**config.mk**
```make
export PLATFORM = sky130hd
export DESIGN_NAME = tick_scheduled_led_button_control_core
export DESIGN_NICKNAME = d
export VERILOG_FILES = /design/src/rtl/tsl_pkg.sv /design/src/rtl/tsl_cfg_regs.sv /design/src/rtl/tsl_tick_core.sv /design/src/rtl/tick_scheduled_led_button_control_core.sv
export SDC_FILE = /design/constraint.sdc
export NUM_CORES = 1
export LEC_CHECK = 0
export ABC_AREA = 1
export BUFFER_PORTS_ARGS = -buffer_cell sky130_fd_sc_hd__clkbuf_2
export CAP_MARGIN = 30
export CORE_ASPECT_RATIO = 1.4
export CORE_UTILIZATION = 65
export CTS_CLUSTER_DIAMETER = 30
export DETAILED_ROUTE_END_ITERATION = 16
export GPL_TIMING_DRIVEN = 0
export PLACE_DENSITY = 0.89
export SYNTH_ARGS = -nofsm -noshare
export SYNTH_HDL_FRONTEND = slang
export SYNTH_SLANG_ARGS = --single-unit
```
**constraint.sdc**
```tcl
create_clock -name clk_i -period 6.72 [get_ports clk_i]
set_clock_uncertainty 0.15 [all_clocks]
set_input_delay 1.344 -clock clk_i [delete_from_list [all_inputs] [get_ports clk_i]]
set_output_delay 1.344 -clock clk_i [all_outputs]
set_load 0.05 [all_outputs]
```
**src/rtl/tsl_pkg.sv**
```systemverilog
// Shared types and constants for the tick scheduled LED and button controller.
// No dependencies; used by every module under rtl/.
package tsl_pkg;

  localparam int unsigned CfgWidth  = 16;
  localparam int unsigned AddrWidth = 3;
  localparam int unsigned TimeWidth = 32;

  // Register indexes on the configuration port
  localparam logic [AddrWidth-1:0] RegLedPeriod    = 3'd0;
  localparam logic [AddrWidth-1:0] RegPollPeriod   = 3'd1;
  localparam logic [AddrWidth-1:0] RegDebounceTime = 3'd2;
  localparam logic [AddrWidth-1:0] RegIntervalMin  = 3'd3;
  localparam logic [AddrWidth-1:0] RegIntervalMax  = 3'd4;
  localparam logic [AddrWidth-1:0] RegIntervalStep = 3'd5;

  // Reset values
  localparam logic [CfgWidth-1:0] LedPeriodRst    = 16'd500;
  localparam logic [CfgWidth-1:0] PollPeriodRst   = 16'd50;
  localparam logic [CfgWidth-1:0] DebounceTimeRst = 16'd100;
  localparam logic [CfgWidth-1:0] IntervalMinRst  = 16'd200;
  localparam logic [CfgWidth-1:0] IntervalMaxRst  = 16'd1000;
  localparam logic [CfgWidth-1:0] IntervalStepRst = 16'd100;
  localparam logic [CfgWidth-1:0] FlashIntervalRst = 16'd500;

  typedef struct packed {
    logic button_level;
    logic faster_level;
    logic slower_level;
  } in_t;

  typedef struct packed {
    logic led_level;
    logic flash_level;
  } out_t;

  typedef struct packed {
    logic [CfgWidth-1:0] led_period;
    logic [CfgWidth-1:0] poll_period;
    logic [CfgWidth-1:0] debounce_time;
    logic [CfgWidth-1:0] interval_min;
    logic [CfgWidth-1:0] interval_max;
    logic [CfgWidth-1:0] interval_step;
  } cfg_t;

endpackage

```
**src/rtl/tsl_cfg_regs.sv**
```systemverilog
// Configuration register file: six 16-bit registers behind a plain write port.
// Depends on tsl_pkg.
module tsl_cfg_regs (
  input  logic                             clk_i,
  input  logic                             rst_ni,
  input  logic                             cfg_we_i,
  input  logic [tsl_pkg::AddrWidth-1:0]    cfg_addr_i,
  input  logic [tsl_pkg::CfgWidth-1:0]     cfg_wdata_i,
  output tsl_pkg::cfg_t                    cfg_o
);

  tsl_pkg::cfg_t cfg_q, cfg_d;

  always_comb begin
    cfg_d = cfg_q;
    if (cfg_we_i) begin
      unique case (cfg_addr_i)
        tsl_pkg::RegLedPeriod:    cfg_d.led_period    = cfg_wdata_i;
        tsl_pkg::RegPollPeriod:   cfg_d.poll_period   = cfg_wdata_i;
        tsl_pkg::RegDebounceTime: cfg_d.debounce_time = cfg_wdata_i;
        tsl_pkg::RegIntervalMin:  cfg_d.interval_min  = cfg_wdata_i;
        tsl_pkg::RegIntervalMax:  cfg_d.interval_max  = cfg_wdata_i;
        tsl_pkg::RegIntervalStep: cfg_d.interval_step = cfg_wdata_i;
        default:                  cfg_d = cfg_q; // drop unknown index
      endcase
    end
  end

  always_ff @(posedge clk_i or negedge rst_ni) begin
    if (!rst_ni) begin
      cfg_q.led_period    <= tsl_pkg::LedPeriodRst;
      cfg_q.poll_period   <= tsl_pkg::PollPeriodRst;
      cfg_q.debounce_time <= tsl_pkg::DebounceTimeRst;
      cfg_q.interval_min  <= tsl_pkg::IntervalMinRst;
      cfg_q.interval_max  <= tsl_pkg::IntervalMaxRst;
      cfg_q.interval_step <= tsl_pkg::IntervalStepRst;
    end else begin
      cfg_q <= cfg_d;
    end
  end

  assign cfg_o = cfg_q;

endmodule

```
**src/rtl/tsl_tick_core.sv**
```systemverilog
// Per-tick state and update logic: time base, LED, poll and flash counters,
// button debounce and flash interval stepping. Depends on tsl_pkg.
module tsl_tick_core (
  input  logic           clk_i,
  input  logic           rst_ni,
  input  logic           step_i,
  input  tsl_pkg::in_t   in_i,
  input  tsl_pkg::cfg_t  cfg_i,
  output tsl_pkg::out_t  res_o
);

  localparam int unsigned CW = tsl_pkg::CfgWidth;
  localparam int unsigned TW = tsl_pkg::TimeWidth;

  logic [TW-1:0] ms_q, ms_d, chg_q, chg_d, elapsed;
  logic [CW-1:0] led_cnt_q, led_cnt_d, poll_cnt_q, poll_cnt_d;
  logic [CW-1:0] flash_cnt_q, flash_cnt_d, ival_q, ival_d, ival_fast;
  logic [CW:0]   ival_sum;
  logic          toggle_q, toggle_d, led_q, led_d, flash_q, flash_d;
  logic          prev_btn_q, prev_btn_d, prev_fst_q, prev_fst_d, prev_slw_q, prev_slw_d;

  always_comb begin
    ms_d        = ms_q + 32'd1;
    led_cnt_d   = led_cnt_q - 16'd1;
    led_d       = led_q;
    poll_cnt_d  = poll_cnt_q - 16'd1;
    chg_d       = chg_q;
    toggle_d    = toggle_q;
    prev_btn_d  = prev_btn_q;
    flash_cnt_d = flash_cnt_q - 16'd1;
    flash_d     = flash_q;

    // LED counter expiry: copy the flag
    if (led_cnt_q == 16'd1) begin
      led_cnt_d = cfg_i.led_period;
      led_d     = toggle_q;
    end

    // Poll counter expiry: sample and debounce the main button
    if (poll_cnt_q == 16'd1) begin
      poll_cnt_d = cfg_i.poll_period;
      if (in_i.button_level != prev_btn_q) begin
        chg_d = ms_d;
      end
      prev_btn_d = in_i.button_level;
    end
    elapsed = ms_d - chg_d;
    if ((poll_cnt_q == 16'd1) && !in_i.button_level &&
        (elapsed > {16'h0, cfg_i.debounce_time})) begin
      toggle_d = ~toggle_q;
    end

    // Flash counter expiry: reload with half the interval
    if (flash_cnt_q == 16'd1) begin
      flash_cnt_d = ival_q >> 1;
      flash_d     = ~flash_q;
    end

    // Faster press first, then slower press on the updated interval
    ival_fast = ival_q;
    if (prev_fst_q && !in_i.faster_level && (ival_q > cfg_i.interval_min)) begin
      ival_fast = (ival_q >= cfg_i.interval_step) ? (ival_q - cfg_i.interval_step) : '0;
    end
    ival_sum = {1'b0, ival_fast} + {1'b0, cfg_i.interval_step};
    ival_d   = ival_fast;
    if (prev_slw_q && !in_i.slower_level && (ival_fast < cfg_i.interval_max)) begin
      ival_d = ival_sum[CW] ? '1 : ival_sum[CW-1:0];
    end
    prev_fst_d = in_i.faster_level;
    prev_slw_d = in_i.slower_level;
  end

  always_ff @(posedge clk_i or negedge rst_ni) begin
    if (!rst_ni) begin
      ms_q        <= '0;
      chg_q       <= '0;
      led_cnt_q   <= tsl_pkg::LedPeriodRst;
      poll_cnt_q  <= tsl_pkg::PollPeriodRst;
      flash_cnt_q <= tsl_pkg::FlashIntervalRst;
      ival_q      <= tsl_pkg::FlashIntervalRst;
      toggle_q    <= 1'b0;
      led_q       <= 1'b0;
      flash_q     <= 1'b0;
      prev_btn_q  <= 1'b1;
      prev_fst_q  <= 1'b1;
      prev_slw_q  <= 1'b1;
    end else if (step_i) begin
      ms_q        <= ms_d;
      chg_q       <= chg_d;
      led_cnt_q   <= led_cnt_d;
      poll_cnt_q  <= poll_cnt_d;
      flash_cnt_q <= flash_cnt_d;
      ival_q      <= ival_d;
      toggle_q    <= toggle_d;
      led_q       <= led_d;
      flash_q     <= flash_d;
      prev_btn_q  <= prev_btn_d;
      prev_fst_q  <= prev_fst_d;
      prev_slw_q  <= prev_slw_d;
    end
  end

  assign res_o.led_level   = led_d;
  assign res_o.flash_level = flash_d;

endmodule

```
**src/rtl/tick_scheduled_led_button_control_core.sv**
```systemverilog
// An accepted item moves from the input register through one pass of tick logic into the result register.
// Throughput: one item per cycle while the result register is not stalled.
// A stalled result register holds one item and still lets one more wait in the input register.
// Reset (rst_ni low, asynchronous): both stages empty, registers and tick state at defaults.
// Depends on tsl_pkg, tsl_cfg_regs and tsl_tick_core.
module tick_scheduled_led_button_control_core (
  input  logic                          clk_i,
  input  logic                          rst_ni,
  // input items, one per 1 ms tick
  input  logic                          in_valid_i,
  output logic                          in_ready_o,
  input  tsl_pkg::in_t                  in_data_i,
  // result items
  output logic                          out_valid_o,
  input  logic                          out_ready_i,
  output tsl_pkg::out_t                 out_data_o,
  // configuration write port
  input  logic                          cfg_we_i,
  input  logic [tsl_pkg::AddrWidth-1:0] cfg_addr_i,
  input  logic [tsl_pkg::CfgWidth-1:0]  cfg_wdata_i
);

  tsl_pkg::cfg_t cfg;
  tsl_pkg::in_t  in_q;
  tsl_pkg::out_t res_d, out_q;
  logic          in_vld_q, out_vld_q;
  logic          adv;

  tsl_cfg_regs u_cfg (
    .clk_i       (clk_i),
    .rst_ni      (rst_ni),
    .cfg_we_i    (cfg_we_i),
    .cfg_addr_i  (cfg_addr_i),
    .cfg_wdata_i (cfg_wdata_i),
    .cfg_o       (cfg)
  );

  // Advance the held item into the result register when that register is
  // empty or is being emptied this cycle. The tick state moves in the same edge.
  assign adv        = in_vld_q && (!out_vld_q || out_ready_i);
  assign in_ready_o = !in_vld_q || adv;

  tsl_tick_core u_core (
    .clk_i  (clk_i),
    .rst_ni (rst_ni),
    .step_i (adv),
    .in_i   (in_q),
    .cfg_i  (cfg),
    .res_o  (res_d)
  );

  // Input stage: hold the item until the tick logic takes it
  always_ff @(posedge clk_i or negedge rst_ni) begin
    if (!rst_ni) begin
      in_vld_q <= 1'b0;
    end else if (in_ready_o) begin
      in_vld_q <= in_valid_i;
    end
  end

  always_ff @(posedge clk_i) begin
    if (in_valid_i && in_ready_o) begin
      in_q <= in_data_i;
    end
  end

  // Result stage: hold the result until downstream takes it
  always_ff @(posedge clk_i or negedge rst_ni) begin
    if (!rst_ni) begin
      out_vld_q <= 1'b0;
    end else if (adv) begin
      out_vld_q <= 1'b1;
    end else if (out_ready_i) begin
      out_vld_q <= 1'b0;
    end
  end

  always_ff @(posedge clk_i) begin
    if (adv) begin
      out_q <= res_d;
    end
  end

  assign out_valid_o = out_vld_q;
  assign out_data_o  = out_q;

`ifndef SYNTHESIS
  // An advanced item always lands in the result register
  a_adv_fills_out: assert property (@(posedge clk_i) disable iff (!rst_ni)
    adv |=> out_vld_q)
    else $error("advanced item did not reach result register");

  // A waiting item is never dropped while the result side stalls
  a_stall_keeps_in: assert property (@(posedge clk_i) disable iff (!rst_ni)
    in_vld_q && out_vld_q && !out_ready_i |=> in_vld_q)
    else $error("input item lost during output stall");

  // No result appears without an item behind it
  a_no_spurious_out: assert property (@(posedge clk_i) disable iff (!rst_ni)
    !in_vld_q && !out_vld_q |=> !out_vld_q)
    else $error("result appeared without an item");
`endif

endmodule

```
After elaboration in Yosys (flattened, before gate mapping)
Cells that the tools add are included. Widths: inputs -> output; s select.

Add/sub/neg operators: 7. Magnitude comparators: 4. Eq/ne operators: 9. Mux-type cells: 13. Bitwise logic cells: 2. Reduce and logical (&&, ||, !) cells: 25.

Operators with widths (count): $mux 16 (7); $mux 32 (2); $eq 16x1->1 const B (3); $sub 16x1->16 const B (3); $add 32x1->32 const B (1); $gt 32x16->1 (1); $sub 32x32->32 (1); $add 16x16->17 (1); $ge 16x16->1 (1); $gt 16x16->1 (1); $lt 16x16->1 (1); $reduce_and 2->1 (8); $sub 16x16->16 (1); $logic_and 1x1->1 (8); $eq 3x2->1 const B (2); $eq 3x3->1 const B (2); $logic_not 1->1 (5); $mux 1 (4); $eq 3x1->1 const B (1); $logic_not 3->1 (1); $logic_or 1x1->1 (2); $not 1->1 (2); $reduce_bool 2->1 (1); $ne 1x1->1 (1).

Flip-flop bits (word level): 237. Input port bits: 27.

Depth between registers and ports, before layout
Depth in word-level cells: 7. Mapped depth: 44. Gate-level depth less buffers: 41.

Cells and area by module
Synthesis repeated with hierarchy kept, for this count alone.

Cell total of the unflattened synthesis: 2522. Area, all modules: 17444.2 µm².

Modules (own cells, without submodules): tsl_tick_core (instances 1, cells an instance 2080, area each 13394.1 µm², seq. area each 3383.2 µm²); tsl_cfg_regs (instances 1, cells an instance 425, area each 3804.9 µm², seq. area each 2432.3 µm²); tick_scheduled_led_button_control_core (instances 1, cells an instance 17, area each 245.2 µm², seq. area each 200.2 µm²).

Worst setup path after synthesis
OpenSTA, ideal clock, no wires.

Kind: register to register. From: reg u_cfg.cfg_q (netlist bit u_cfg.cfg_o[35]). To: reg u_core.ival_q[0]. Library setup time: 0.133 ns. Arrival time: 4.535 ns. Required time: 6.437 ns. Path slack: 1.902 ns. Stages on the path, launching flop included: 29. Buffers on the path: 1. Clock period less this slack: 4.818 ns. Cell sequence: dfstp_2 inv_1 ha_1 nand3_1 o211a_1 o21bai_1 nand2_1 a21oi_2 inv_2 nor2_1 clkinv_1 o21a_1 inv_1 ha_1 a21oi_1 o21ai_1 a31oi_1 o21ai_1 a21boi_0 o21ai_1 nand2_1 a21boi_1 nor2_1 o21bai_2 buf_2 nor2_1 nand3_1 nand3_1 o21ai_0.

Longest elaborated chain between the ends: 6. Elaborated cells between the ends (all ways): 8. Classes of those cells: 1 x add/sub; 2 x order compare; 3 x mux; 2 x reduce/logical.

Ends and longest elaborated chain: start: declaration (RTL line tsl_cfg_regs.sv:12) `tsl_pkg::cfg_t cfg_q, cfg_d;`; start signal: assignment (RTL line tsl_cfg_regs.sv:38) `cfg_q <= cfg_d;`; $gt 16x16->1 (*) (RTL line tsl_tick_core.sv:61) `if (prev_fst_q && !in_i.faster_level && (ival_q > cfg_i.interval_min)) begin`; $logic_and 1x1->1 (*) (RTL line tsl_tick_core.sv:61); $mux 16 (*) (RTL line tsl_tick_core.sv:61); $add 16x16->17 or $lt 16x16->1 (tied branches) (RTL line tsl_tick_core.sv:64, tsl_tick_core.sv:66); $mux 16 or $logic_and 1x1->1 (tied branches) (RTL line tsl_tick_core.sv:67, tsl_tick_core.sv:66); $mux 16 (*) (RTL line tsl_tick_core.sv:66) `if (prev_slw_q && !in_i.slower_level && (ival_fast < cfg_i.interval_max)) begin`; end signal: assignment (RTL line tsl_tick_core.sv:80) `ival_q <= tsl_pkg::FlashIntervalRst;`; end signal: assignment (RTL line tsl_tick_core.sv:93) `ival_q <= ival_d;`; end: declaration (RTL line tsl_tick_core.sv:17) `logic [CW-1:0] flash_cnt_q, flash_cnt_d, ival_q, ival_d, ival_fast;`.

Every way passes the cells marked *; elsewhere a longest branch is shown, timed or not. A chain may end at the register's enable or synchronous reset.

Final worst setup path
From: reg u_core.ival_q[3]. To: reg u_core.ival_q[13].

Longest elaborated chain between the ends: 6. Elaborated cells between the ends (all ways): 11. Classes of those cells: 2 x add/sub; 3 x order compare; 4 x mux; 2 x reduce/logical.

Ends and longest elaborated chain: $sub 16x16->16 (tied with other cells) (RTL line tsl_tick_core.sv:62) `ival_fast = (ival_q >= cfg_i.interval_step) ? (ival_q - cfg_i.interval_step) : '0;`; $mux 16 or $logic_and 1x1->1 (tied branches) (RTL line tsl_tick_core.sv:62, tsl_tick_core.sv:61); $mux 16 (*) (RTL line tsl_tick_core.sv:61); $add 16x16->17 or $lt 16x16->1 (tied branches) (RTL line tsl_tick_core.sv:64, tsl_tick_core.sv:66); $mux 16 or $logic_and 1x1->1 (tied branches) (RTL line tsl_tick_core.sv:67, tsl_tick_core.sv:66); $mux 16 (*) (RTL line tsl_tick_core.sv:66).

Marked as above.

==> impl_metrics.toml <==
[sta]
timing.max_slew.rel_slack = 0.361
worst_pin_slew_ps = 959
grt_setup_unrepaired = "no"
finalSetupTns_ps = 0
whs_ps = 333
final.period_utilization = 0.933
final-max-slew-violation-count = 0
timing.fmax_mhz = 160
final-setup-viol-count = 0
period_minus_slack_ps = 6270
timing.final.hold_violations = 0

[cts]
buffer_levels_on_the_longest_clock_path = 3
worst_skew_pair.late_latency_ps = 550
cts_root_cell = "clkbuf_16"
clock_tree.htree_level_count = 2
cts_post_setup_buffers_inserted = 0
cts_made_buffers = 41
cts_tree = "yes"
tritoncts_num_sinks = 237
path_clk_slew_ps = 60

[die]
die_x_microns = 138
dieArea_sq_mm = 0.0267
die_h_microns = 193
initial_core_util = 0.665
core_area_sq_mm = 0.0255
boundaryPins = 31
std_cell_rows = 69

[worst_setup_path]
worstSetupPathDepth = 27
r2r-end = "u_core.ival_q[13]"
cp_data_required_time_ps = 7040
cp-startpoint = "u_core.ival_q[3]"
timing.reg2reg.worst_path_depth = 27
regToRegSetupSlack_ps = 450
worst-path-buf-inv = 4
timing.setup.critical_path_class = "reg -> reg"
crit_path_end = "u_core.ival_q[13]"
critPathTopFamily = "compound AO/OA/AOI/OAI gates"
regToRegStartpoint = "u_core.ival_q[3]"
crit_path_max_incr_delay_ps = 500
crit_fanout = 10
timing.critical_path.mode_cell = "nand2_1"
cp-start-kind = "flip-flop"
critical_path.slowest_cell = "dfrtp_1"
setup.worst_path.end_class = "flip-flop"
cp_data_arrival_time_ps = 6590

[yosys]
post_synth_inst_count = 2395
post_synthesis_area_per_instance_sq_um = 7.08
nets_in_the_synthesized_netlist = 2525
synth_area_sq_mm = 0.0169
number_of_synthesized_flops_with_an_enable_pin = 5
synth-seq-area-share = 0.355
synth.top_cell.area_share = 0.272
async_reset_ff_frac = 0.979
synth_cell_types = 59
synth_warnings = 0
ys_flop_type = "dfrtp_1"
synth.area.top_cells = "dfrtp_1 27%, nand2_1 14%, o21ai_0 7.9%"
post-synth-top-count-cell = "nand2_1"
post_synth_most_frequent_cells = "649 x nand2_1, 322 x inv_1, 269 x o21ai_0"
ys_seq_elements = 237
synth_area_leader_cell = "dfrtp_1"

[pwr]
seq_power_share = 0.225
power.share.switching = 0.488
comb_power_share = 0.562
post-layout-total-power_uw = 9980
ir_worst_vdd_mv = 0.417
share_clk_of_total_power = 0.213
power_per_cell_area_mw_per_mm2 = 526
p_sw_uw = 4870
total_leakage_power_uw = 0.00966
power.internal_uw = 5110

[run]
max_cap_violations = 0

[status]
run_status = "complete, no violations"

[detailed_routing]
avgRoutedWirePerCell_microns = 18.9
maxUsedRoutingLayer = "met4"
antenna_left = 0
met2WireLength_microns = 26400
drt_drc_violations_left = 0
avgViaCountPerCell = 6.07
drt-pass1-iter-count = 6
drt_first_iter_violations = 1539
num_vias = 17100
drt_wl_total_microns = 53400
met3_length_microns = 3440
wirelength_met1_microns = 18500

[global_routing]
wire_length_of_the_first_global_routing_pass_microns = 85500
grt_max_degree = 114
groute.usage.overall = 0.412
grt_antenna_before_repair = 0
overflow = 0
number_of_global_route_vias_before_repair = 17300

[placement]
place_congestion = 0.985
dpl.hpwl_microns = 39600
numPortBuffers = 30

[cells_and_area]
drive_gt1_frac = 0.109
number_of_nets_in_the_layout = 2599
fillCellCount = 1888
syn2layout_area_growth_pct = 12.0
seqCellArea_sq_mm = 0.00602
antenna-diode-count = 0
final_util = 0.746
multiInputGateArea_sq_mm = 0.00940

[hold_path]
hold_class = "reg -> reg"
-- how the worst min path moves through the flow --
stage	from	cells past startpoint	slack, ps	end
finish	u_cfg.cfg_o[75]	2	330	u_cfg.cfg_o[75]
global route	u_cfg.cfg_o[87]	2	350	u_cfg.cfg_o[87]
CTS	u_cfg.cfg_o[83]	2	330	u_cfg.cfg_o[83]
detailed placement	u_cfg.cfg_o[83]	2	320	u_cfg.cfg_o[83]
global placement	u_cfg.cfg_o[77]	2	310	u_cfg.cfg_o[77]
floorplan	u_cfg.cfg_o[75]	2	300	u_cfg.cfg_o[75]
-- flip-flops by register name (all words and copies together), names as in the netlist, 2 cells and up --
signal,count
in_q,3
out_data_o,2
u_cfg.cfg_o,96
u_core.chg_q,32
u_core.flash_cnt_q,16
u_core.ival_q,16
u_core.led_cnt_q,16
u_core.ms_q,32
u_core.poll_cnt_q,16
-- power by group through the flow --
stage	Combinational, uW	Clock [uW]	Sequential, uW
after global placement	5230	0	2220
after detailed placement	5440	0	2240
after global routing	6320	2180	2280
after floorplan	4120	0	2130
after CTS	5520	2120	2230
final	5610	2120	2250
-- cells in the final DEF (no fill, tap or decap), types with 6 or more instances in the layout --
cell	instances
clkinvlp_4	6
nand3_2	6
inv_1	322
clkbuf_2	30
clkbuf_1	52
nor2_4	8
xnor2_1	20
a21oi_1	96
nand2_1	649
dfrtp_1	184
o21ai_0	269
o21ai_1	15
nand2_2	37
nor2_1	174
clkbuf_16	42
nand4_1	32
nor3_1	21
o22ai_1	12
ha_1	100
clkinv_8	6
inv_2	11
a211oi_1	7
o211ai_1	16
nor4_1	9
nor2_2	25
clkinv_4	6
xor2_1	45
o221ai_1	8
nand3_1	133
buf_2	6
dfstp_2	48
o21bai_1	8
a31oi_1	8
-- cell type report --
cell class                      count  share of cell area
Multi-Input combinational cell   1757               0.495
Sequential cell                   237               0.317
Inverter                          336              0.0664
Clock buffer                       46              0.0567
Tap cell                          319              0.0210
Clock inverter                     29              0.0181
Buffer                             63              0.0139
Timing Repair Buffer               33              0.0118
-- logic make-up (layout without fill, tap and decap cells) --
group | Yosys count | count (layout) | share of synthesized area
mux | 3 | 3 | 0.00177
xor+xnor | 65 | 65 | 0.0336
flops | 237 | 237 | 0.355
buf+inv | 401 | 507 | 0.0904
compound gates | 473 | 473 | 0.154
simple gates | 1113 | 1113 | 0.288
fa+ha+maj | 103 | 103 | 0.0774
-- worst reg2reg max path, cell delays in order, from the launching register on --
cell and delay (ps):
dfrtp_1 500, ha_1 380, nand3_1 110, o211a_1 210, o21bai_1 120, nand2_1 80
a21oi_2 480, inv_2 210, nor2_1 400, clkinv_1 420, o21a_1 300, inv_1 160
ha_1 230, nand2_1 80, o21ai_1 220, a31oi_1 180, o21ai_1 220, a21boi_0 180
o21ai_1 240, nand2_1 100, a21boi_1 180, nor2_1 80, o21bai_2 300, buf_2 270
nor2_1 60, nand3_1 120, nand3_1 110, nand2_1 100
-- layer usage --
layer / track usage / up-vias
li1: - / 7971
met4: 0.387 / 0
met1: 0.415 / 7963
met5: 0 / -
met2: 0.739 / 856
met3: 0.0622 / 331
-- timing repair --
| item | 4_1_cts | 5_1_grt |
|---|---|---|
| setup endpoints to repair | 0 | 1 |
| resized for setup | 0 | 2 |
| hold buffers | 0 | 0 |
-- per-stage QoR --
| step | cell area [sq um] | setup slack (ps) | std cells |
|---|---|---|---|
| after floorplan | 16900 | 1900 | 2395 |
| after global placement | 17500 | -420 | 2744 |
| after detailed placement | 17600 | 358 | 2747 |
| after CTS | 19000 | 294 | 2822 |
| after global routing | 19000 | 4.01 | 2820 |
| final | 19000 | 452 | 2820 |
Power figures use the tool's default switching activity.
